`config.mk`:
```
export PLATFORM = sky130hd
export DESIGN_NAME = key_matrix_shift_debouncer
export DESIGN_NICKNAME = d
export VERILOG_FILES = /design/src/hw/rtl/kmsd_pkg.sv /design/src/hw/rtl/kmsd_hist_mem.sv /design/src/hw/rtl/key_matrix_shift_debouncer.sv
export VERILOG_INCLUDE_DIRS = /design/src /design/src/hw/rtl
export SDC_FILE = /design/constraint.sdc
export NUM_CORES = 1
export LEC_CHECK = 0
export BUFFER_PORTS_ARGS = -buffer_cell sky130_fd_sc_hd__buf_2
export CELL_PAD_IN_SITES_DETAIL_PLACEMENT = 0
export CELL_PAD_IN_SITES_GLOBAL_PLACEMENT = 1
export CORE_ASPECT_RATIO = 2
export CORE_UTILIZATION = 57
export CTS_BUF_LIST = sky130_fd_sc_hd__clkbuf_8
export DETAILED_ROUTE_END_ITERATION = 7
export GPL_ROUTABILITY_DRIVEN = 0
export HOLD_SLACK_MARGIN = 0.1
export MAX_ROUTING_LAYER = met4
export PLACE_DENSITY = 0.89
export RECOVER_POWER = 100
export SYNTH_ARGS = -nofsm -noshare
export SYNTH_HDL_FRONTEND = slang
export SYNTH_SLANG_ARGS = --single-unit
```
`constraint.sdc`:
```
create_clock -name i_clk -period 11.5 [get_ports i_clk]
set_clock_uncertainty 0.05 [all_clocks]
set_input_delay 2.3 -clock i_clk [delete_from_list [all_inputs] [get_ports i_clk]]
set_output_delay 2.3 -clock i_clk [all_outputs]
set_load 0.02 [all_outputs]
```
`src/hw/rtl/key_matrix_shift_debouncer_macros.svh`:
```
// Assertion macros shared by the debouncer RTL.
`ifndef KEY_MATRIX_SHIFT_DEBOUNCER_MACROS_SVH
`define KEY_MATRIX_SHIFT_DEBOUNCER_MACROS_SVH

// Same-cycle implication, checked on i_clk outside reset.
`define KMSD_ASSERT_NOW(label, ante, cons) \
    label: assert property (@(posedge i_clk) disable iff (!i_rst_n) (ante) |-> (cons)) \
        else $error("debouncer assertion failed");

// Next-cycle implication, checked on i_clk outside reset.
`define KMSD_ASSERT_NEXT(label, ante, cons) \
    label: assert property (@(posedge i_clk) disable iff (!i_rst_n) (ante) |=> (cons)) \
        else $error("debouncer assertion failed");

`endif

```
`src/hw/rtl/kmsd_pkg.sv`:
```
// Types and constants of the key matrix debouncer.
package kmsd_pkg;

    localparam int HIST_W = 8;
    localparam int DEB_W  = 16;
    localparam int CFG_W  = 8;

    typedef logic [HIST_W-1:0] t_hist;
    typedef logic [DEB_W-1:0]  t_deb_row;
    typedef logic [7:0]        t_count;

    localparam t_hist    PRESS_BIT   = 8'h80;
    localparam logic [3:0] HALF_SPLIT = 4'd8;
    localparam t_count   COUNT_MAX   = 8'hFF;

    localparam logic [CFG_W-1:0] PRESS_THR_RST   = 8'd240;
    localparam logic [CFG_W-1:0] RELEASE_THR_RST = 8'd15;

    // Configuration register indexes
    localparam logic [1:0] CFG_PRESS_THR   = 2'd0;
    localparam logic [1:0] CFG_RELEASE_THR = 2'd1;

    typedef struct packed {
        logic [2:0] row_index;
        logic [3:0] scan_column;
        logic       raw_pressed;
        logic       scan_last;
    } t_in_item;

    typedef struct packed {
        logic [3:0] physical_column;
        logic       key_down;
        t_hist      sample_history;
        t_count     active_count;
        logic       scan_done;
    } t_out_item;

endpackage

```
`src/hw/rtl/kmsd_hist_mem.sv`:
```
// Per-key history memory with valid bits, registered read and write-to-read bypass.
module kmsd_hist_mem import kmsd_pkg::*; #(
    parameter int DEPTH = 128
) (
    input  logic                     i_clk,
    input  logic                     i_rst_n,
    input  logic                     i_rd_en,
    input  logic [$clog2(DEPTH)-1:0] i_rd_addr,
    input  logic                     i_wr_en,
    input  logic [$clog2(DEPTH)-1:0] i_wr_addr,
    input  t_hist                    i_wr_data,
    output t_hist                    o_rd_data
);
    t_hist              r_mem [DEPTH];
    logic [DEPTH-1:0]   r_vld;
    t_hist              r_q;
    logic               r_q_vld;
    logic               r_byp;
    t_hist              r_byp_data;

    // Valid bits stand for the all-zero reset contents.
    always_ff @(posedge i_clk) begin
        if (!i_rst_n) begin
            r_vld <= '0;
        end else if (i_wr_en) begin
            r_vld[i_wr_addr] <= 1'b1;
        end
    end

    always_ff @(posedge i_clk) begin
        if (i_wr_en) begin
            r_mem[i_wr_addr] <= i_wr_data;
        end
        if (i_rd_en) begin
            r_q        <= r_mem[i_rd_addr];
            r_q_vld    <= r_vld[i_rd_addr];
            r_byp      <= i_wr_en && (i_wr_addr == i_rd_addr);
            r_byp_data <= i_wr_data;
        end
    end

    assign o_rd_data = r_byp ? r_byp_data : (r_q_vld ? r_q : '0);

endmodule

```
`src/hw/rtl/key_matrix_shift_debouncer.sv`:
```
// Top level of the key matrix shift-register debouncer.
//
//  channel   direction  handshake                     payload
//  -------   ---------  ----------------------------  -----------
//  in        input      i_in_valid / o_in_ready       i_in_data
//  out       output     o_out_valid / i_out_ready     o_out_data
//  cfg       input      i_cfg_we (no wait)            i_cfg_index, i_cfg_data
//
// One sample per cycle sustained while the output is taken. A transferred sample's history
// memory read is registered, then one update stage feeds the result register.
// Synchronous active-low reset clears the history valid bits, debounced rows and count.
// A stalled output holds the update stage; input ready drops only when both are full.
module key_matrix_shift_debouncer import kmsd_pkg::*; #(
    parameter int ROWS = 8,
    parameter int COLS = 16
) (
    input  logic       i_clk,
    input  logic       i_rst_n,
    input  logic       i_in_valid,
    output logic       o_in_ready,
    input  t_in_item   i_in_data,
    output logic       o_out_valid,
    input  logic       i_out_ready,
    output t_out_item  o_out_data,
    input  logic       i_cfg_we,
    input  logic [1:0] i_cfg_index,
    input  logic [CFG_W-1:0] i_cfg_data
);
`include "key_matrix_shift_debouncer_macros.svh"

    localparam int DEPTH  = ROWS * COLS;
    localparam int ADDR_W = $clog2(DEPTH);
    localparam int ROW_W  = (ROWS > 1) ? $clog2(ROWS) : 1;

    // Flat history index of a key
    function automatic logic [ADDR_W-1:0] key_addr(input logic [2:0] row,
                                                   input logic [3:0] scol);
        return ADDR_W'(32'(row) * COLS + 32'(scol));
    endfunction

    function automatic logic key_in_range(input logic [2:0] row, input logic [3:0] scol);
        return (32'(row) < ROWS) && (32'(scol) < COLS);
    endfunction

    logic [CFG_W-1:0] r_press_thr;
    logic [CFG_W-1:0] r_release_thr;

    logic       r_s1_valid;
    t_in_item   r_s1;
    logic       r_out_valid;
    t_out_item  r_out;
    t_count     r_count;
    t_deb_row   r_deb [ROWS];

    logic       in_xfer;
    logic       s1_adv;
    logic       s1_fire;
    logic       s1_hit;
    logic [ROW_W-1:0] s1_row;
    logic [3:0] s1_pcol;
    t_deb_row   s1_mask;
    t_hist      hist_old;
    t_hist      n_hist;
    t_deb_row   n_deb_row;
    t_count     n_count_inc;
    t_out_item  n_out;

    // ---------------------------------------------------------------
    // Configuration: plain writes, to be taken only while the block is idle (unenforced)
    // ---------------------------------------------------------------
    always_ff @(posedge i_clk) begin
        if (!i_rst_n) begin
            r_press_thr   <= PRESS_THR_RST;
            r_release_thr <= RELEASE_THR_RST;
        end else if (i_cfg_we) begin
            unique case (i_cfg_index)
                CFG_PRESS_THR:   r_press_thr   <= i_cfg_data;
                CFG_RELEASE_THR: r_release_thr <= i_cfg_data;
                default: ;
            endcase
        end
    end

    // ---------------------------------------------------------------
    // Handshake: advance the update stage whenever the result register frees up
    // ---------------------------------------------------------------
    assign s1_adv     = !r_out_valid || i_out_ready;
    assign o_in_ready = !r_s1_valid || s1_adv;
    assign in_xfer    = i_in_valid && o_in_ready;
    assign s1_fire    = r_s1_valid && s1_adv;
    assign s1_hit     = key_in_range(r_s1.row_index, r_s1.scan_column);

    // History memory: read on input transfer, write back as an in-range update retires
    kmsd_hist_mem #(
        .DEPTH (DEPTH)
    ) u_hist_mem (
        .i_clk     (i_clk),
        .i_rst_n   (i_rst_n),
        .i_rd_en   (in_xfer),
        .i_rd_addr (key_addr(i_in_data.row_index, i_in_data.scan_column)),
        .i_wr_en   (s1_fire && s1_hit),
        .i_wr_addr (key_addr(r_s1.row_index, r_s1.scan_column)),
        .i_wr_data (n_hist),
        .o_rd_data (hist_old)
    );

    always_ff @(posedge i_clk) begin
        if (!i_rst_n) begin
            r_s1_valid <= 1'b0;
        end else if (o_in_ready) begin
            r_s1_valid <= i_in_valid;
        end
    end

    always_ff @(posedge i_clk) begin
        if (in_xfer) begin
            r_s1 <= i_in_data;
        end
    end

    // ---------------------------------------------------------------
    // Update stage: shift, hysteresis compare, count
    // ---------------------------------------------------------------
    always_comb begin
        // Odd scan columns land in the upper half of the physical columns
        s1_pcol = (r_s1.scan_column >> 1) + (r_s1.scan_column[0] ? HALF_SPLIT : 4'd0);
        s1_row  = ROW_W'(r_s1.row_index);
        s1_mask = t_deb_row'(1) << s1_pcol;
        n_hist  = (hist_old >> 1) | (r_s1.raw_pressed ? PRESS_BIT : '0);

        // Press wins when both thresholds match
        if (n_hist >= r_press_thr) begin
            n_deb_row = r_deb[s1_row] | s1_mask;
        end else if (n_hist <= r_release_thr) begin
            n_deb_row = r_deb[s1_row] & ~s1_mask;
        end else begin
            n_deb_row = r_deb[s1_row];
        end

        n_count_inc = ((n_hist != '0) && (r_count != COUNT_MAX)) ? r_count + 8'd1 : r_count;

        n_out.physical_column = s1_pcol;
        n_out.scan_done       = r_s1.scan_last;
        if (s1_hit) begin
            n_out.key_down       = |(n_deb_row & s1_mask);
            n_out.sample_history = n_hist;
            n_out.active_count   = n_count_inc;
        end else begin
            // Key outside the matrix: zero down bit and history, no row or history write
            n_out.key_down       = 1'b0;
            n_out.sample_history = '0;
            n_out.active_count   = r_count;
        end
    end

    always_ff @(posedge i_clk) begin
        if (!i_rst_n) begin
            for (int r = 0; r < ROWS; r++) begin
                r_deb[r] <= '0;
            end
        end else if (s1_fire && s1_hit) begin
            r_deb[s1_row] <= n_deb_row;
        end
    end

    // Count restarts after the sample that ends a scan
    always_ff @(posedge i_clk) begin
        if (!i_rst_n) begin
            r_count <= '0;
        end else if (s1_fire) begin
            r_count <= r_s1.scan_last ? '0 : n_out.active_count;
        end
    end

    // ---------------------------------------------------------------
    // Result register: hold until the downstream transfer
    // ---------------------------------------------------------------
    always_ff @(posedge i_clk) begin
        if (!i_rst_n) begin
            r_out_valid <= 1'b0;
        end else if (s1_adv) begin
            r_out_valid <= r_s1_valid;
        end
    end

    always_ff @(posedge i_clk) begin
        if (s1_fire) begin
            r_out <= n_out;
        end
    end

    assign o_out_valid = r_out_valid;
    assign o_out_data  = r_out;

    // ---------------------------------------------------------------
    // Assertions
    // ---------------------------------------------------------------
    `KMSD_ASSERT_NEXT(a_retire_shows_result, s1_fire, o_out_valid)
    `KMSD_ASSERT_NEXT(a_scan_end_clears_count, s1_fire && r_s1.scan_last, r_count == '0)
    `KMSD_ASSERT_NEXT(a_count_steps, s1_fire && s1_hit && !r_s1.scan_last && (n_hist != '0) && (r_count != COUNT_MAX), r_count == $past(r_count) + 8'd1)

endmodule

```
# Word level (Yosys, flattened, before mapping)
# Memories as Yosys holds them, arrays and structs flattened. A register that Yosys moved wholly into a read port is not among the register bits.
# Index checks and enable logic that the tools add are counted.
[classes]
n_addsub = 4
multipliers = 0
div = 0
order_cmp = 5
n_eq_ne = 3
shift = 1
n_mux = 21
bitwise = 6
n_reduce_logical = 15
[op_table]
columns = ["operator", "n"]
rows = [
  ["$or 128x128->128", 1],
  ["$mux 16", 3],
  ["$mux 8", 5],
  ["$and 16x16->16", 2],
  ["$reduce_or 16->1", 2],
  ["$lt 7x8->1 const B", 2],
  ["$not 16->16", 1],
  ["$or 16x16->16", 1],
  ["$shl 1x4->16 const A", 1],
  ["$add 7x4->7", 2],
  ["$add 8x1->8 const B", 1],
  ["$ge 8x8->1", 1],
  ["$le 8x8->1", 1],
  ["$mux 1", 8],
  ["$ne 8x8->1 const B", 1],
  ["$or 7x8->8", 1],
  ["$reduce_bool 8->1", 1],
  ["$bmux 1 s7", 1],
  ["$demux 1 s7", 1],
  ["$eq 7x7->1", 1],
  ["$ge 7x1->1 const B", 1],
  ["$mux 3", 2],
  ["$logic_and 1x1->1", 5],
  ["$add 3x4->4", 1],
  ["other kinds (6)", 9],
]
[totals]
ff_bits = 195
latch_bits = 0
ramBits = 1152
romBits = 0
inputBits = 24
output_inout_bits = 24
word_cells = 75
memories = 2
[memory_table]
columns = ["memory", "words", "width", "rd", "rd_ports_with_merged_regs", "write_ports", "line", "text"]
rows = [
  ["u_hist_mem.r_mem", 128, 8, 1, 1, 1, "kmsd_hist_mem.sv:14", "t_hist r_mem [DEPTH];"],
  ["r_deb", 8, 16, 1, 1, 8, "key_matrix_shift_debouncer.sv:53", "t_deb_row r_deb [ROWS];"],
]

# Longest topological paths before layout
[logic_depth]
ltp_word = 9
mapped_depth = 11
mapped_depth_nobuf = 10

# By module
# Synthesis repeated with hierarchy kept, for this count alone.
[hier_totals]
cells_unflattened = 2672
area_unflattened_um2 = 53273.6
[by_module_without_submodules]
columns = ["mod", "instances", "cells_each", "area_per_inst_um2", "seq_area_each_um2"]
rows = [
  ["kmsd_hist_mem", 1, 1992, 44788.0, 33852.5],
  ["key_matrix_shift_debouncer", 1, 680, 8485.6, 5355.1],
]

# Least setup slack after synthesis
# No wires, ideal clock.
[synth_timing]
path_type = "register to register"
start = "reg u_hist_mem.r_byp"
end = "mem r_deb[0][11] in the netlist's numbering, data pin"
setup_ns = 0.271
arrival_ns = 8.044
required_ns = 11.179
path_slack_ns = 3.135
path_stages_with_launch = 11
n_path_buf = 2
synth_period_minus_slack_ns = 8.365
cell_sequence = "edfxtp_1 > clkbuf_1 > o21ai_0 > ha_1 > nand4_1 > a21oi_1 > o22ai_1 > clkbuf_1 > a21oi_1 > a21oi_1 > nor2_1"
[synth_rtl]
columns = ["item", "line", "text"]
rows = [
  ["from (decl)", "kmsd_hist_mem.sv:18", "logic r_byp;"],
  ["from (signal assigned)", "kmsd_hist_mem.sv:37", "r_byp <= i_wr_en && (i_wr_addr == i_rd_addr);"],
  ["to (decl)", "key_matrix_shift_debouncer.sv:53", ""],
]

==> run summary <==
Initial Util = 0.576
Final Hold Fails = 0
final non-filler cell area = 52500 µm²
Seq cells post-synth = 1228
core box area = 83700 µm²
synthesis-to-finish area growth = 8.82%
asr flop ratio synth = 0
Synth Flop Type = edfxtp_1
Critical Path End = r_deb[2][7]
Clk Latency, worst-skew pair = 0.81 ns
placed inst area = 49600 µm²
share of the synthesized area in the top cell type = 0.667
CTS tree = yes
Finished Layout Cells = 3920
drt via density = 6.42
Synth warnings = 0
Pre-antenna DRT Iters = 6
most frequent cells after synthesis = edfxtp_1, nor2_1, mux4_2
Post-Place Cells = 3630
Setup Buffers After CTS = 0
max_slew headroom = -1.78
type of the worst setup path = in2reg
Worst Path Arrival = 8.13 ns
post-synthesis sequential area ratio = 0.732
DRC = 0
Slowest-stage cell, CP = clkinvlp_2
Nets = 2762
register area = 35300 µm²
Post-Syn Area = 48200 µm²
first-pass GRT wire length = 167 mm
max-cap violations = 32
HP Class = reg2reg
RR Startpoint = r_s1[1]
count of cell types in the netlist = 44
Setup crit start = i_rst_n
Critical R2R Capture = r_count[5]
most common cell in the synthesized netlist = edfxtp_1
Avg Inst Size Synth = 18.4 µm²
Starting DRT DRC Count = 2492
Port Buf Inserts = 47
Sw Pwr = 1.93 mW
grt ovf = 0
initial antenna violation count = 3
post_cts resized = 0
share of layout cells above drive strength 1 = 0.212
Fill cells = 5497
PD cells = 164 nW/µm²
DP Wirelength = 73.2 mm
synth top area cells = edfxtp_1, mux4_2, dfxtp_1
largest net degree at the start of global routing = 132
area occupied by multi-input gates = 12200 µm²
Comb pwr share = 0.059
die area = 85900 µm²
Setup TNS = 0 ns
chip height = 413 µm
Site Rows = 150
CTS root buffer = clkbuf_8
maximum VDD drop = 0.114 mV
Post-synth EDFFs = 1071
hold bufs inserted after CTS = 0
crit path max fanout = 40
CTS Buffer Depth = 3
TritonCTS buffer count = 153
TritonCTS Sinks = 1228
Tcrit/Tclk final = 0.676
Pint = 6.67 mW
Reg power frac = 0.574
RSZ-0062 raised after global routing = no
Max Clock Freq = 0.129 GHz
Top-Level Pins = 48
pins over their slew limit = 1311
Total Wirelength = 114 mm
WL per Instance = 29.0 µm
failing checks = max-capacitance violations, max-slew violations
worst hold slack = 0.415 ns
Mapped Nets = 2665
CP startpoint kind = primary input
vias post-DR = 25.2k
number of routed nets with antenna violations = 0
status = complete, but fails checks
Die W = 208 µm
crit path cell chain = buf_2, clkbuf_1, clkinvlp_2, nor3_1, nand2_1, nand2_1
WP data required = 11.86 ns
cells on worst reg2reg path = 7
R2R Setup Slk = 3.93 ns
slowest stage delay, CP = 1.95 ns
Pleak = 17.0 nW
Worst setup EP type = flop
H-tree Lvls = 4
final setup violation count = 0
GRT Total Usage = 0.280
cell taking the most area after synthesis = edfxtp_1
Syn Inst Count = 2624
Tmin final = 7.77 ns
total power = 8.59 mW
clock group share of total power = 0.366
vias in the first global route = 26.5k
most used cell, CP = nand2_1
Sw Share = 0.224
Worst Max-Slew Pin Slew = 4.17 ns
Worst-path clk slew = 0.07 ns
state kept, by name, summed over array words and instances, names as in the netlist, 5 cells and up, named ones only:
| signal | flops |
|---|---|
| r_press_thr | 8 |
| r_deb | 128 |
| u_hist_mem.r_vld | 128 |
| r_count | 8 |
| u_hist_mem.r_byp_data | 7 |
| o_out_data | 22 |
| r_s1 | 5 |
| r_release_thr | 8 |
| u_hist_mem.r_q | 7 |
| u_hist_mem.r_mem | 896 |
logic make-up after synthesis:
family / after synthesis / share of synthesized area
flops: 1228 / 0.732
simple gates: 691 / 0.0569
mux: 413 / 0.176
buf+inv: 160 / 0.0141
compound gates: 102 / 0.0138
fa+ha+maj: 17 / 0.00441
xor+xnor: 13 / 0.00236
power groups by stage:
stage	clock network [mW]	registers, mW	logic, mW
final	3.15	4.93	0.510
after global routing	3.35	4.93	0.537
after CTS	3.18	4.92	0.516
after detailed placement	0	5.02	0.515
after global placement	0	5.02	0.499
after floorplan	0	5.02	0.338
per-layer routing:
metal,part of all wire,wire length (µm),GRT usage
met4,0.081,9260,0.208
met1,0.31,34800,0.279
met3,0.070,7980,0.0406
met5,0,0,-
met2,0.54,61700,0.496
worst max-delay path: cells and delay by family:
family        cells  cell delay, ns
simple gates      3            2.65
buf+inv           3            3.15
cell usage in the layout, fill, tap and decap left out, types with 13 or more instances in the layout:
cell type / netlist / layout
nand3_1: 13 / 13
clkinv_1: 1 / 29
mux4_2: 348 / 348
buf_2: 19 / 14
edfxtp_1: 1071 / 1071
nor3_1: 13 / 13
dfxtp_1: 157 / 156
inv_1: 20 / 58
a22oi_1: 22 / 22
clkinv_2: 0 / 28
nand2_1: 72 / 72
nor2_1: 549 / 549
mux2i_1: 52 / 52
clkbuf_8: 0 / 171
clkbuf_1: 90 / 57
ha_1: 17 / 17
a21oi_1: 33 / 33
through the flow:
step	setup slack (ns)	util
CTS	6.13	0.629
global placement	5.25	0.592
global route	3.39	0.627
finish	3.73	0.627
floorplan	3.14	-
detailed placement	5.27	0.592
worst min-delay path by stage:
stage | end | start | depth (start not counted)
global placement | u_hist_mem.r_vld[95] | u_hist_mem.r_vld[95] | 2
detailed placement | u_hist_mem.r_vld[71] | u_hist_mem.r_vld[71] | 2
finish | u_hist_mem.r_vld[71] | u_hist_mem.r_vld[71] | 2
floorplan | u_hist_mem.r_vld[100] | u_hist_mem.r_vld[100] | 2
global route | u_hist_mem.r_vld[18] | u_hist_mem.r_vld[18] | 2
CTS | u_hist_mem.r_vld[71] | u_hist_mem.r_vld[71] | 2
cell type report:
type	instances	area share
timing repair buffer	81	0.00784
multi-input combinational	1236	0.233
clock buffer	171	0.0448
clock inverter	115	0.0142
sequential	1228	0.673
antenna	4	0.000191
tap	1064	0.0254
inverter	21	0.00153
No activity file was read; power rests on OpenSTA's default activity.
